**src/sv/tbac_pkg.sv**
```systemverilog
// Shared types and constants for the token bucket admission control block.
package tbac_pkg;

  // Default number of channel cells
  localparam int CHANNELS_DEF = 64;
  // Width of the channel count register and its value after reset
  localparam int CNT_W        = 7;
  localparam int CNT_RESET    = 64;

  typedef enum logic [1:0] {
    CMD_ENQ    = 2'd0,
    CMD_TICK   = 2'd1,
    CMD_CFG    = 2'd2,
    CMD_SETGAS = 2'd3
  } cmd_e;

  typedef enum logic [1:0] {
    ST_OK   = 2'd0,
    ST_BUSY = 2'd1,
    ST_DROP = 2'd2,
    ST_EXH  = 2'd3
  } status_e;

  // Item travelling down the cell chain
  typedef struct packed {
    cmd_e        cmd;
    logic [15:0] channel;
    logic [31:0] cost;
    logic [15:0] depth_limit;
    logic [31:0] bucket_limit;
    logic [31:0] refill_rate;
    status_e     status;
  } tok_t;

endpackage

```
**src/sv/tbac_cell.sv**
```systemverilog
// One channel cell: holds the channel's bucket and depth state and forwards the item.
module tbac_cell #(
  parameter int CELL_IDX = 0
) (
  input  logic                         clk_i,
  input  logic                         rst_ni,
  input  logic [tbac_pkg::CNT_W-1:0]   cnt_i,
  input  logic                         vld_i,
  input  tbac_pkg::tok_t               tok_i,
  output logic                         vld_o,
  output tbac_pkg::tok_t               tok_o
);
  import tbac_pkg::*;

  logic [15:0] dlim_q, dlim_d;
  logic [15:0] depth_q, depth_d;
  logic [31:0] blim_q, blim_d;
  logic [31:0] bkt_q, bkt_d;
  logic [31:0] refill_q, refill_d;
  logic        vld_q;
  tok_t        tok_q, tok_d;

  logic        match;
  logic        active;
  logic [32:0] sum;

  assign match  = (tok_i.channel == 16'(CELL_IDX));
  assign active = (CELL_IDX < int'(cnt_i));
  assign sum    = {1'b0, bkt_q} + {1'b0, refill_q};

  // Apply the item to this channel as it passes
  always_comb begin
    dlim_d   = dlim_q;
    depth_d  = depth_q;
    blim_d   = blim_q;
    bkt_d    = bkt_q;
    refill_d = refill_q;
    tok_d    = tok_i;
    if (vld_i) begin
      unique case (tok_i.cmd)
        CMD_ENQ: begin
          if (match && tok_i.status == ST_OK) begin
            if (dlim_q != 16'd0 && depth_q >= dlim_q) begin
              tok_d.status = ST_BUSY;
            end else if (tok_i.cost > bkt_q) begin
              tok_d.status = ST_DROP;
            end else begin
              bkt_d = bkt_q - tok_i.cost;
              if (dlim_q != 16'd0) depth_d = depth_q + 16'd1;
            end
          end
        end
        CMD_TICK: begin
          if (active) begin
            // refill saturates at the bucket capacity
            if (bkt_q < blim_q) begin
              bkt_d = (sum > {1'b0, blim_q}) ? blim_q : sum[31:0];
            end
            if (depth_q != 16'd0) depth_d = depth_q - 16'd1;
          end
        end
        CMD_CFG: begin
          if (match && tok_i.status == ST_OK) begin
            dlim_d   = tok_i.depth_limit;
            depth_d  = 16'd0;
            blim_d   = tok_i.bucket_limit;
            bkt_d    = tok_i.bucket_limit;
            refill_d = tok_i.refill_rate;
          end
        end
        CMD_SETGAS: begin
        end
        default: begin
        end
      endcase
    end
  end

  // Channel state
  always_ff @(posedge clk_i or negedge rst_ni) begin
    if (!rst_ni) begin
      dlim_q   <= '0;
      depth_q  <= '0;
      blim_q   <= '0;
      bkt_q    <= '0;
      refill_q <= '0;
      vld_q    <= 1'b0;
    end else begin
      dlim_q   <= dlim_d;
      depth_q  <= depth_d;
      blim_q   <= blim_d;
      bkt_q    <= bkt_d;
      refill_q <= refill_d;
      vld_q    <= vld_i;
    end
  end

  // Item payload to the next cell
  always_ff @(posedge clk_i) begin
    tok_q <= tok_d;
  end

  assign vld_o = vld_q;
  assign tok_o = tok_q;

endmodule

```
**config.mk**
```make
export PLATFORM = sky130hd
export DESIGN_NAME = tbac_cell
export DESIGN_NICKNAME = d
export VERILOG_FILES = /design/src/sv/tbac_pkg.sv /design/src/sv/tbac_cell.sv
export SDC_FILE = /design/constraint.sdc
export NUM_CORES = 1
export LEC_CHECK = 0
export ABC_AREA = 1
export ABC_CLOCK_PERIOD_IN_PS = 3600
export BUFFER_PORTS_ARGS = -buffer_cell sky130_fd_sc_hd__buf_4
export CORE_MARGIN = 8
export CORE_UTILIZATION = 53
export CTS_BUF_LIST = sky130_fd_sc_hd__clkbuf_2 sky130_fd_sc_hd__clkbuf_4 sky130_fd_sc_hd__clkbuf_8
export DETAILED_ROUTE_END_ITERATION = 10
export GPL_TIMING_DRIVEN = 0
export PLACE_DENSITY_LB_ADDON = 0.08
export SLEW_MARGIN = 30
export SYNTH_ARGS = -nofsm -noshare
export SYNTH_HDL_FRONTEND = slang
export SYNTH_SLANG_ARGS = --single-unit
export TNS_END_PERCENT = 10
```
**constraint.sdc**
```tcl
create_clock -name clk_i -period 3.6 [get_ports clk_i]
set_input_delay 0.72 -clock clk_i [delete_from_list [all_inputs] [get_ports clk_i]]
set_output_delay 0.72 -clock clk_i [all_outputs]
set_load 0.01 [all_outputs]
```
Word-level counts from Yosys, hierarchy flattened:

Cells that the tools add are included.

* output and inout bits: 133
* bits of input ports: 142
* word-level logic and storage cells: 64
* register bits after elaboration: 261

* equal/unequal tests: 10
* reductions and logical operators: 11
* add/subtract/negate cells: 4
* multiplexer cells: 21
* magnitude comparators: 5

Operators with widths (number)
* 32-bit two-way mux: 7
* 16-bit two-way mux: 7
* 32-bit case mux with 3 select lines: 1
* 16-bit case mux with 3 select lines: 1
* 32-bit by 32-bit adder with 33-bit output: 1
* 33-bit by 32-bit greater-than comparator with 1-bit output: 1
* 32-bit greater-than comparator: 1
* 32-bit less-than comparator: 1
* 16-bit nonzero test: 2
* 32-bit subtractor: 1
* 16-bit by 1-bit adder with 16-bit output, second input constant: 1
* 16-bit >= comparator: 1
* 16-bit zero test: 1
* 2-bit inequality test, second input constant: 8
* 16-bit by 1-bit subtractor with 16-bit output, second input constant: 1
* 2-bit two-way mux: 5
* 9-bit AND reduction: 1
* 8-bit AND reduction: 1
* 1-bit by 7-bit less-than comparator with 1-bit output, first input constant: 1
* 2-bit zero test: 2
* 3-bit AND reduction: 1
* 3-bit nonzero test: 1
* 2-bit by 1-bit == test with 1-bit output, second input constant: 1
* 2-bit == test, second input constant: 1
* 1-bit logical AND: 2

Longest topological paths before layout:

Gate-level depths: netlist of run 1.

* depth in word-level cells: 6
* mapped depth: 31
* depth with buffers taken out: 30

Worst setup path before layout of run 1:

No wires, ideal clock.

* path type: flip-flop to flip-flop
* start point: register bkt_q[0]
* end point: register bkt_q[6]
* period minus slack after synthesis: 3.632 ns
* path slack: -0.032 ns
* setup time: 0.117 ns
* path buffers: 2
* stages on the path, launching flop included: 30
* arrival time: 3.516 ns
* data required time: 3.483 ns
* cells stage by stage: dfrtp_1 ha_1 inv_1 fa_1 inv_1 nand3_1 nand2_1 nand2_1 nand2_1 a21oi_1 o21bai_1 nand2_1 nand2_1 xor2_1 inv_1 ha_1 nand2_1 nor3_1 nand4_1 or2_1 buf_6 nand2_4 buf_6 nand2_1 nand3_1 nand2_1 nand2_1 nand2_1 nand2_1 nand2_1

* cells in the longest elaborated chain, start to end: 6
* elaborated cells between the ends (all ways): 15
* classes of those cells: add/sub: 2; order compare: 3; eq/ne: 2; mux: 7; reduce/logical: 1

RTL lines
* start, declared: line tbac_cell.sv:18 `logic [31:0] bkt_q, bkt_d;`
* start signal, assigned: line tbac_cell.sv:92 `bkt_q <= bkt_d;`
* 32-bit by 32-bit adder with 33-bit output: line tbac_cell.sv:29 `assign sum = {1'b0, bkt_q} + {1'b0, refill_q};`
* 33-bit by 32-bit greater-than comparator with 1-bit output: line tbac_cell.sv:57 `bkt_d = (sum > {1'b0, blim_q}) ? blim_q : sum[31:0];`
* 32-bit two-way mux: line tbac_cell.sv:57
* 32-bit two-way mux: line tbac_cell.sv:56 `if (bkt_q < blim_q) begin`
* 32-bit two-way mux: line tbac_cell.sv:54 `if (active) begin`
* 32-bit case mux with 3 select lines: line tbac_cell.sv:40 `unique case (tok_i.cmd)`

Parallel ways exist; a longest one is shown, timed or not. The select of a mux whose other input is x is not followed.
A chain may end at the register's enable or synchronous reset.

Final worst setup path of run 1:

* start point: register refill_q[0]
* end point: register bkt_q[6]

* cells in the longest elaborated chain, start to end: 6

RTL lines
* start, declared: line tbac_cell.sv:19 `logic [31:0] refill_q, refill_d;`
* start signal, assigned: line tbac_cell.sv:93 `refill_q <= refill_d;`
* 32-bit by 32-bit adder with 33-bit output (*): line tbac_cell.sv:29
* 33-bit by 32-bit greater-than comparator with 1-bit output: line tbac_cell.sv:57
* 32-bit two-way mux (*): line tbac_cell.sv:57
* 32-bit two-way mux (*): line tbac_cell.sv:56
* 32-bit two-way mux (*): line tbac_cell.sv:54
* 32-bit case mux with 3 select lines (*): line tbac_cell.sv:40

Every way passes the cells marked *; elsewhere a longest branch is shown, timed or not. The select of a mux whose other input is x is not followed.

==> impl_metrics.tcl, run 1 <==
set metrics [dict create \
    worst_ir_drop_vdd_uv 416.5 \
    total_leakage_power_nw 10.31 \
    post_drt_via_cell_ratio 5.430 \
    hold_violations 0 \
    power.density_mw_per_mm2 649.1 \
    cts_buffers 45 \
    row_count 62 \
    syn_area_mm2 0.01532 \
    fin_ws_ps -560.5 \
    fin_crit_ps 4160 \
    die_y_um 186.0 \
    design_area_mm2 0.01989 \
    placed_area_mm2 0.01790 \
    final_cell_mix "447 x nand2_1, 303 x buf_4, 235 x inv_1, 144 x a21oi_1, 134 x ha_1" \
    num-nets-final 2590 \
    cp-end-kind "flop" \
    grt_pass1_wl_mm 76.76 \
    required_ps 4070 \
    outcome "finished, violations left" \
    crit_start "refill_q[0]$_DFFE_PN0P_" \
    cp-start-kind "flop" \
    setup-tns-final_ps -15700 \
    antenna_cells 0 \
    seq_power_share_pct 29.1 \
    placed_cells 2593 \
    grt_usage_pct 28.20 \
    critPathMostFrequentCell "nand2_1" \
    cts_root_buf "clkbuf_8" \
    drt-total-wl_mm 50.33 \
    gp_congestion 0.9664 \
    drtPass1Iterations 5 \
    fp.dieW_um 186.0 \
    dieArea_mm2 0.03460 \
    cts.path.max_buffers 3 \
    synthDistinctLibCells 51 \
    cp_slowest_cell "dfrtp_1" \
    drive_gt1_share_pct 27.23 \
    r2r_start "refill_q[0]$_DFFE_PN0P_" \
    drt_first_iter_violations 1181 \
    hp-class "in -> async" \
    rsz0062_at_grt "true" \
    pwr-share-clk_pct 22.8 \
    switching_power_mw 5.506 \
    report.power.total_mw 12.91 \
    drv_slew 0 \
    cp_max_fo 6 \
    worstPathArrival_ps 4630 \
    netSwitchingFraction_pct 42.65 \
    critPathKind "reg -> reg" \
    avgSynthCellArea_um2 7.921 \
    layout_commonest_cell "nand2_1" \
    wl_per_cell_um 18.61 \
    io_pins 275 \
    first_global_vias 14720 \
    synth_edf_count 0 \
    reg2reg_slack_ps -560 \
    maxSlewHeadroom_pct 44.05 \
    clkSlewWorstSetupHoldPaths_ps 70 \
    tightest_slew_ps 839.3 \
    synth_seq_cells 261 \
    vias 14687 \
    instances_no_fill 2705 \
    holdWs_ps 46.49 \
    clock_sinks 261 \
    grt_start_max_net_pins 77 \
    maxCapViolations 0 \
    cts_max_level 2 \
    setup_viol 32 \
    fin_crit_sh_pct 115.6 \
    antenna_found_initial 0 \
    synthToLayoutAreaGrowth_pct 29.83 \
    cp_slowest_stage_delay_ps 360 \
    fmax_mhz 240.4 \
    hpwl_mm 39.73 \
    combPwrFrac_pct 48.2 \
    yosysWarnings 0 \
    core_area_mm2 0.02855 \
    ys_seq_area_share_pct 38.32 \
    portBuffers 274 \
    dp_slack_ps -1102 \
    synth-async-reset-ratio_pct 49.43 \
    synthFlopType "dfxtp_1" \
    synthesis.nets 2240 \
    insertion_delay_ps 580 \
    violations "negative setup slack" \
    utilization_pct 69.67 \
    power.internal_mw 7.405 \
    start_util_pct 53.66 \
    overflow 0 \
    skew_ps 21.01 \
    cts_tree "built" \
    antenna_left 0 \
    syn_inst 1934 \
    drc 0 \
]
==> cells in the mapped netlist (3+ instances only) <==
cell type | count | share of area (%)
buf_1 | 6 | 0.15
or2_2 | 4 | 0.16
dfrtp_1 | 129 | 21
nor4_1 | 14 | 0.57
xnor2_1 | 16 | 0.91
inv_1 | 241 | 5.9
o211ai_1 | 5 | 0.25
a21boi_0 | 7 | 0.34
nand2_1 | 491 | 12
fa_1 | 3 | 0.39
nand4_1 | 18 | 0.74
inv_2 | 4 | 0.098
o21ai_1 | 20 | 0.65
a31oi_1 | 6 | 0.25
o21ai_0 | 63 | 2.1
buf_2 | 13 | 0.42
nand3b_1 | 4 | 0.20
buf_6 | 4 | 0.29
a21oi_1 | 153 | 5.0
nor3_1 | 21 | 0.69
nor2_1 | 127 | 3.1
mux2_2 | 64 | 4.7
nand3_1 | 103 | 3.4
o21bai_1 | 17 | 0.83
o21a_1 | 5 | 0.25
dfxtp_1 | 132 | 17
clkbuf_1 | 16 | 0.39
a211oi_1 | 5 | 0.25
ha_1 | 161 | 13
a21o_1 | 12 | 0.59
xor2_1 | 40 | 2.3
==> logic make-up (layout without fill, tap and decap cells) <==
group / count (synthesis) / after routing / synth area share (%)
DFF: 261 / 261 / 38.32
muxes: 64 / 64 / 4.704
AOI/OAI and AO/OA: 306 / 306 / 11.19
xor gates and xnor gates: 56 / 56 / 3.202
buffers and inverters: 286 / 673 / 7.359
and+or+nand+nor: 797 / 797 / 21.68
adders and majority gates: 164 / 164 / 13.54
==> worst max-delay path: cells and delay by family, from the launching register on <==
| family | cells | cell delay (ps) |
|---|---|---|
| XOR/XNOR | 1 | 250 |
| buffers and inverters | 5 | 480 |
| flip-flops | 1 | 360 |
| adder cells (fa/ha/maj) | 3 | 820 |
| AO/OA/AOI/OAI | 2 | 320 |
| AND/OR/NAND/NOR | 16 | 1800 |
==> layout make-up <==
| type | instances | area, um^2 |
|---|---|---|
| multi-input combinational | 1387 | 9051 |
| tap | 384 | 480.5 |
| timing repair buffer | 303 | 2330 |
| fill | 2353 | 8657 |
| clock buffer | 68 | 854.6 |
| sequential | 261 | 5882 |
| inverter | 245 | 919.6 |
| clock inverter | 16 | 146.4 |
| buffer | 41 | 226.5 |
==> power by group through the flow <==
stage	clock network, mW	logic, mW	registers, mW
detailed placement	0	5.40	3.75
global route	3.14	6.91	3.78
floorplan	0	3.84	3.57
CTS	2.98	5.91	3.70
finish	2.94	6.22	3.75
global placement	0	5.28	3.74
==> sequential cells by signal (all words and copies together), names as in the netlist <==
signal / flops
tok_o: 132
bkt_q: 32
blim_q: 32
refill_q: 32
depth_q: 16
dlim_q: 16
vld_o: 1
==> path summary, 6_finish.rpt <==
kind	end	depth (start not counted)
worst max-delay path	bkt_q[6]$_DFFE_PN0P_	27
max in group asynchronous	blim_q[28]$_DFFE_PN0P_	2
worst min register to register	blim_q[16]$_DFFE_PN0P_	1
worst min-delay path	refill_q[11]$_DFFE_PN0P_	1
worst max register to register	bkt_q[6]$_DFFE_PN0P_	27
min in group clk_i	tok_o[15]$_DFF_P_	1
==> per-layer routing <==
layer	global-route usage [%]	part of all wire, %	vias to the layer above	routed length (um)
met3	4.997	7.7	109	3874
met1	35.43	41	6885	20710
li1	-	-	7091	-
met5	0	0	-	0
met2	48.44	48	602	24160
met4	9.146	3.1	0	1584
==> repair_timing <==
item	CTS	global route
gates cloned	2	0
resized for setup	94	78
buffers inserted	16	11
hold buffers	0	0
pin swaps	33	36
endpoints found under the setup margin	32	33
hold endpoints to repair	0	0
No activity file was read; power rests on OpenSTA's default activity.
==> run 2, diff against run 1 <==
--- a/config.mk
+++ b/config.mk
@@ -13,7 +13,9 @@
 export CTS_BUF_LIST = sky130_fd_sc_hd__clkbuf_2 sky130_fd_sc_hd__clkbuf_4 sky130_fd_sc_hd__clkbuf_8
 export DETAILED_ROUTE_END_ITERATION = 10
 export GPL_TIMING_DRIVEN = 0
+export MAX_ROUTING_LAYER = met4
 export PLACE_DENSITY_LB_ADDON = 0.08
+export SETUP_SLACK_MARGIN = 0.5
 export SLEW_MARGIN = 30
 export SYNTH_ARGS = -nofsm -noshare
 export SYNTH_HDL_FRONTEND = slang
==> run 2 against run 1 <==
Effect of this change: the flow still finishes with violations (negative setup slack); first-iteration DRC count fell by 16%; combinational power up 2%; global-route usage up 0.53 points; largest cell class unchanged; sequential power about the same; critical endpoint is now bkt_q[7]$_DFFE_PN0P_; non-clock buffer count increased by 11.
==> impl_metrics.tcl, run 2 (synthesis results as in run 1) <==
set metrics [dict create \
    post_drt_via_cell_ratio 5.393 \
    report.power.total_mw 12.74 \
    core_area_mm2 0.02855 \
    row_count 62 \
    start_util_pct 53.66 \
    skew_ps 37.82 \
    die_y_um 186.0 \
    insertion_delay_ps 590 \
    drtPass1Iterations 5 \
    antenna_left 0 \
    antenna_found_initial 0 \
    pwr-share-clk_pct 21.0 \
    maxSlewHeadroom_pct 42.45 \
    hpwl_mm 39.34 \
    synthToLayoutAreaGrowth_pct 29.94 \
    worstPathArrival_ps 4600 \
    io_pins 275 \
    cp_slowest_cell "fa_2" \
    worst_ir_drop_vdd_uv 358.7 \
    first_global_vias 14591 \
    fmax_mhz 240.7 \
    power.internal_mw 7.267 \
    hp-class "in -> async" \
    critPathKind "reg -> reg" \
    largest_register_ffs 132 \
    violations "negative setup slack" \
    drt_first_iter_violations 988 \
    clock_sinks 261 \
    cts.path.max_buffers 3 \
    setup_viol 32 \
    cts_max_level 2 \
    drv_slew 0 \
    hold_violations 0 \
    grt_start_max_net_pins 69 \
    cp_slowest_stage_delay_ps 370 \
    gp_congestion 0.9641 \
    setup-tns-final_ps -15520 \
    netSwitchingFraction_pct 42.95 \
    cp_max_fo 6 \
    vias 14630 \
    switching_power_mw 5.471 \
    utilization_pct 69.73 \
    cts_tree "built" \
    antenna_cells 0 \
    cp-end-kind "flop" \
    rsz0062_at_grt "true" \
    cts_root_buf "clkbuf_8" \
    critPathMostFrequentCell "nand2_1" \
    fp.dieW_um 186.0 \
    fin_crit_sh_pct 115.4 \
    num-nets-final 2600 \
    total_leakage_power_nw 10.34 \
    grt_pass1_wl_mm 75.38 \
    clkSlewWorstSetupHoldPaths_ps 70 \
    cp-start-kind "flop" \
    drt-total-wl_mm 49.58 \
    fin_ws_ps -554.0 \
    grt_usage_pct 28.73 \
    drc 0 \
    fin_crit_ps 4154 \
    drive_gt1_share_pct 27.44 \
    combPwrFrac_pct 49.6 \
    portBuffers 274 \
    overflow 0 \
    dieArea_mm2 0.03460 \
    holdWs_ps 86.69 \
    required_ps 4050 \
    maxCapViolations 0 \
    seq_power_share_pct 29.4 \
    wl_per_cell_um 18.28 \
    tightest_slew_ps 855.4 \
    layout_commonest_cell "nand2_1" \
    power.density_mw_per_mm2 639.9 \
    cts_buffers 44 \
    outcome "finished, violations left" \
    final_cell_mix "452 x nand2_1, 312 x buf_4, 233 x inv_1, 143 x a21oi_1, 134 x ha_1" \
]
run 2: path summary, 6_finish.rpt:
| check | slack [ps] | cells past startpoint | from | endpoint |
|---|---|---|---|---|
| worst min register to register | 510 | 1 | blim_q[16]$_DFFE_PN0P_ | blim_q[16]$_DFFE_PN0P_ |
| worst max-delay path | -550 | 30 | bkt_q[0]$_DFFE_PN0P_ | bkt_q[7]$_DFFE_PN0P_ |
| max in group asynchronous | 2730 | 2 | rst_ni | bkt_q[25]$_DFFE_PN0P_ |
| worst max register to register | -550 | 30 | bkt_q[0]$_DFFE_PN0P_ | bkt_q[7]$_DFFE_PN0P_ |
| worst min-delay path | 90 | 1 | rst_ni | dlim_q[14]$_DFFE_PN0P_ |
| min in group clk_i | 250 | 1 | tok_i[85] | tok_o[85]$_DFF_P_ |
run 2: per-stage QoR:
step	instance area [um^2]	instances	setup slack [ps]
final	19910	2713	-554.0
after global routing	19910	2713	-742.5
after CTS	19450	2698	-427.6
after detailed placement	17920	2593	-904.2
after global placement	17880	2592	-929.1
after floorplan	15350	1934	156.0
run 2: final cells by class:
cell class / instances / area (um^2)
multi-input combinational: 1387 / 9064
fill: 2377 / 8641
sequential: 261 / 5881
timing repair buffer: 314 / 2432
inverter: 245 / 922.1
clock buffer: 67 / 809.5
tap: 384 / 480.5
buffer: 41 / 221.5
clock inverter: 14 / 96.34
run 2: critical path: cells and delay by family (launching register included):
kind | cells | cell delay, ps
buffers and inverters | 5 | 470
AOI/OAI and AO/OA | 2 | 310
and+or+nand+nor | 20 | 2050
adders and majority gates | 3 | 820
DFF | 1 | 360
run 2: power groups by stage:
stage	combinational, mW	sequential, mW	clock, mW
3_5_place_dp	5.40	3.75	0
5_1_grt	7.02	3.77	2.88
6_report	6.32	3.74	2.68
4_1_cts	5.91	3.72	2.75
3_3_place_gp	5.30	3.74	0
2_1_floorplan	3.86	3.57	0
run 2: what timing repair did:
action	4_1_cts	5_1_grt
endpoints found under the setup margin	48	46
setup buffers	22	15
hold buffers	0	0
hold endpoints to repair	0	0
gates resized for setup	91	79
pin swaps	40	32
cloned	2	0
run 2: per-layer routing:
metal	part of all wire (%)	up-vias	GRT usage, %	wire length, um
met5	0	-	-	0
met4	4.2	0	12.16	2101
met3	6.9	118	4.899	3427
met2	47	566	46.14	23180
met1	42	6857	35.44	20870
li1	-	7089	-	-
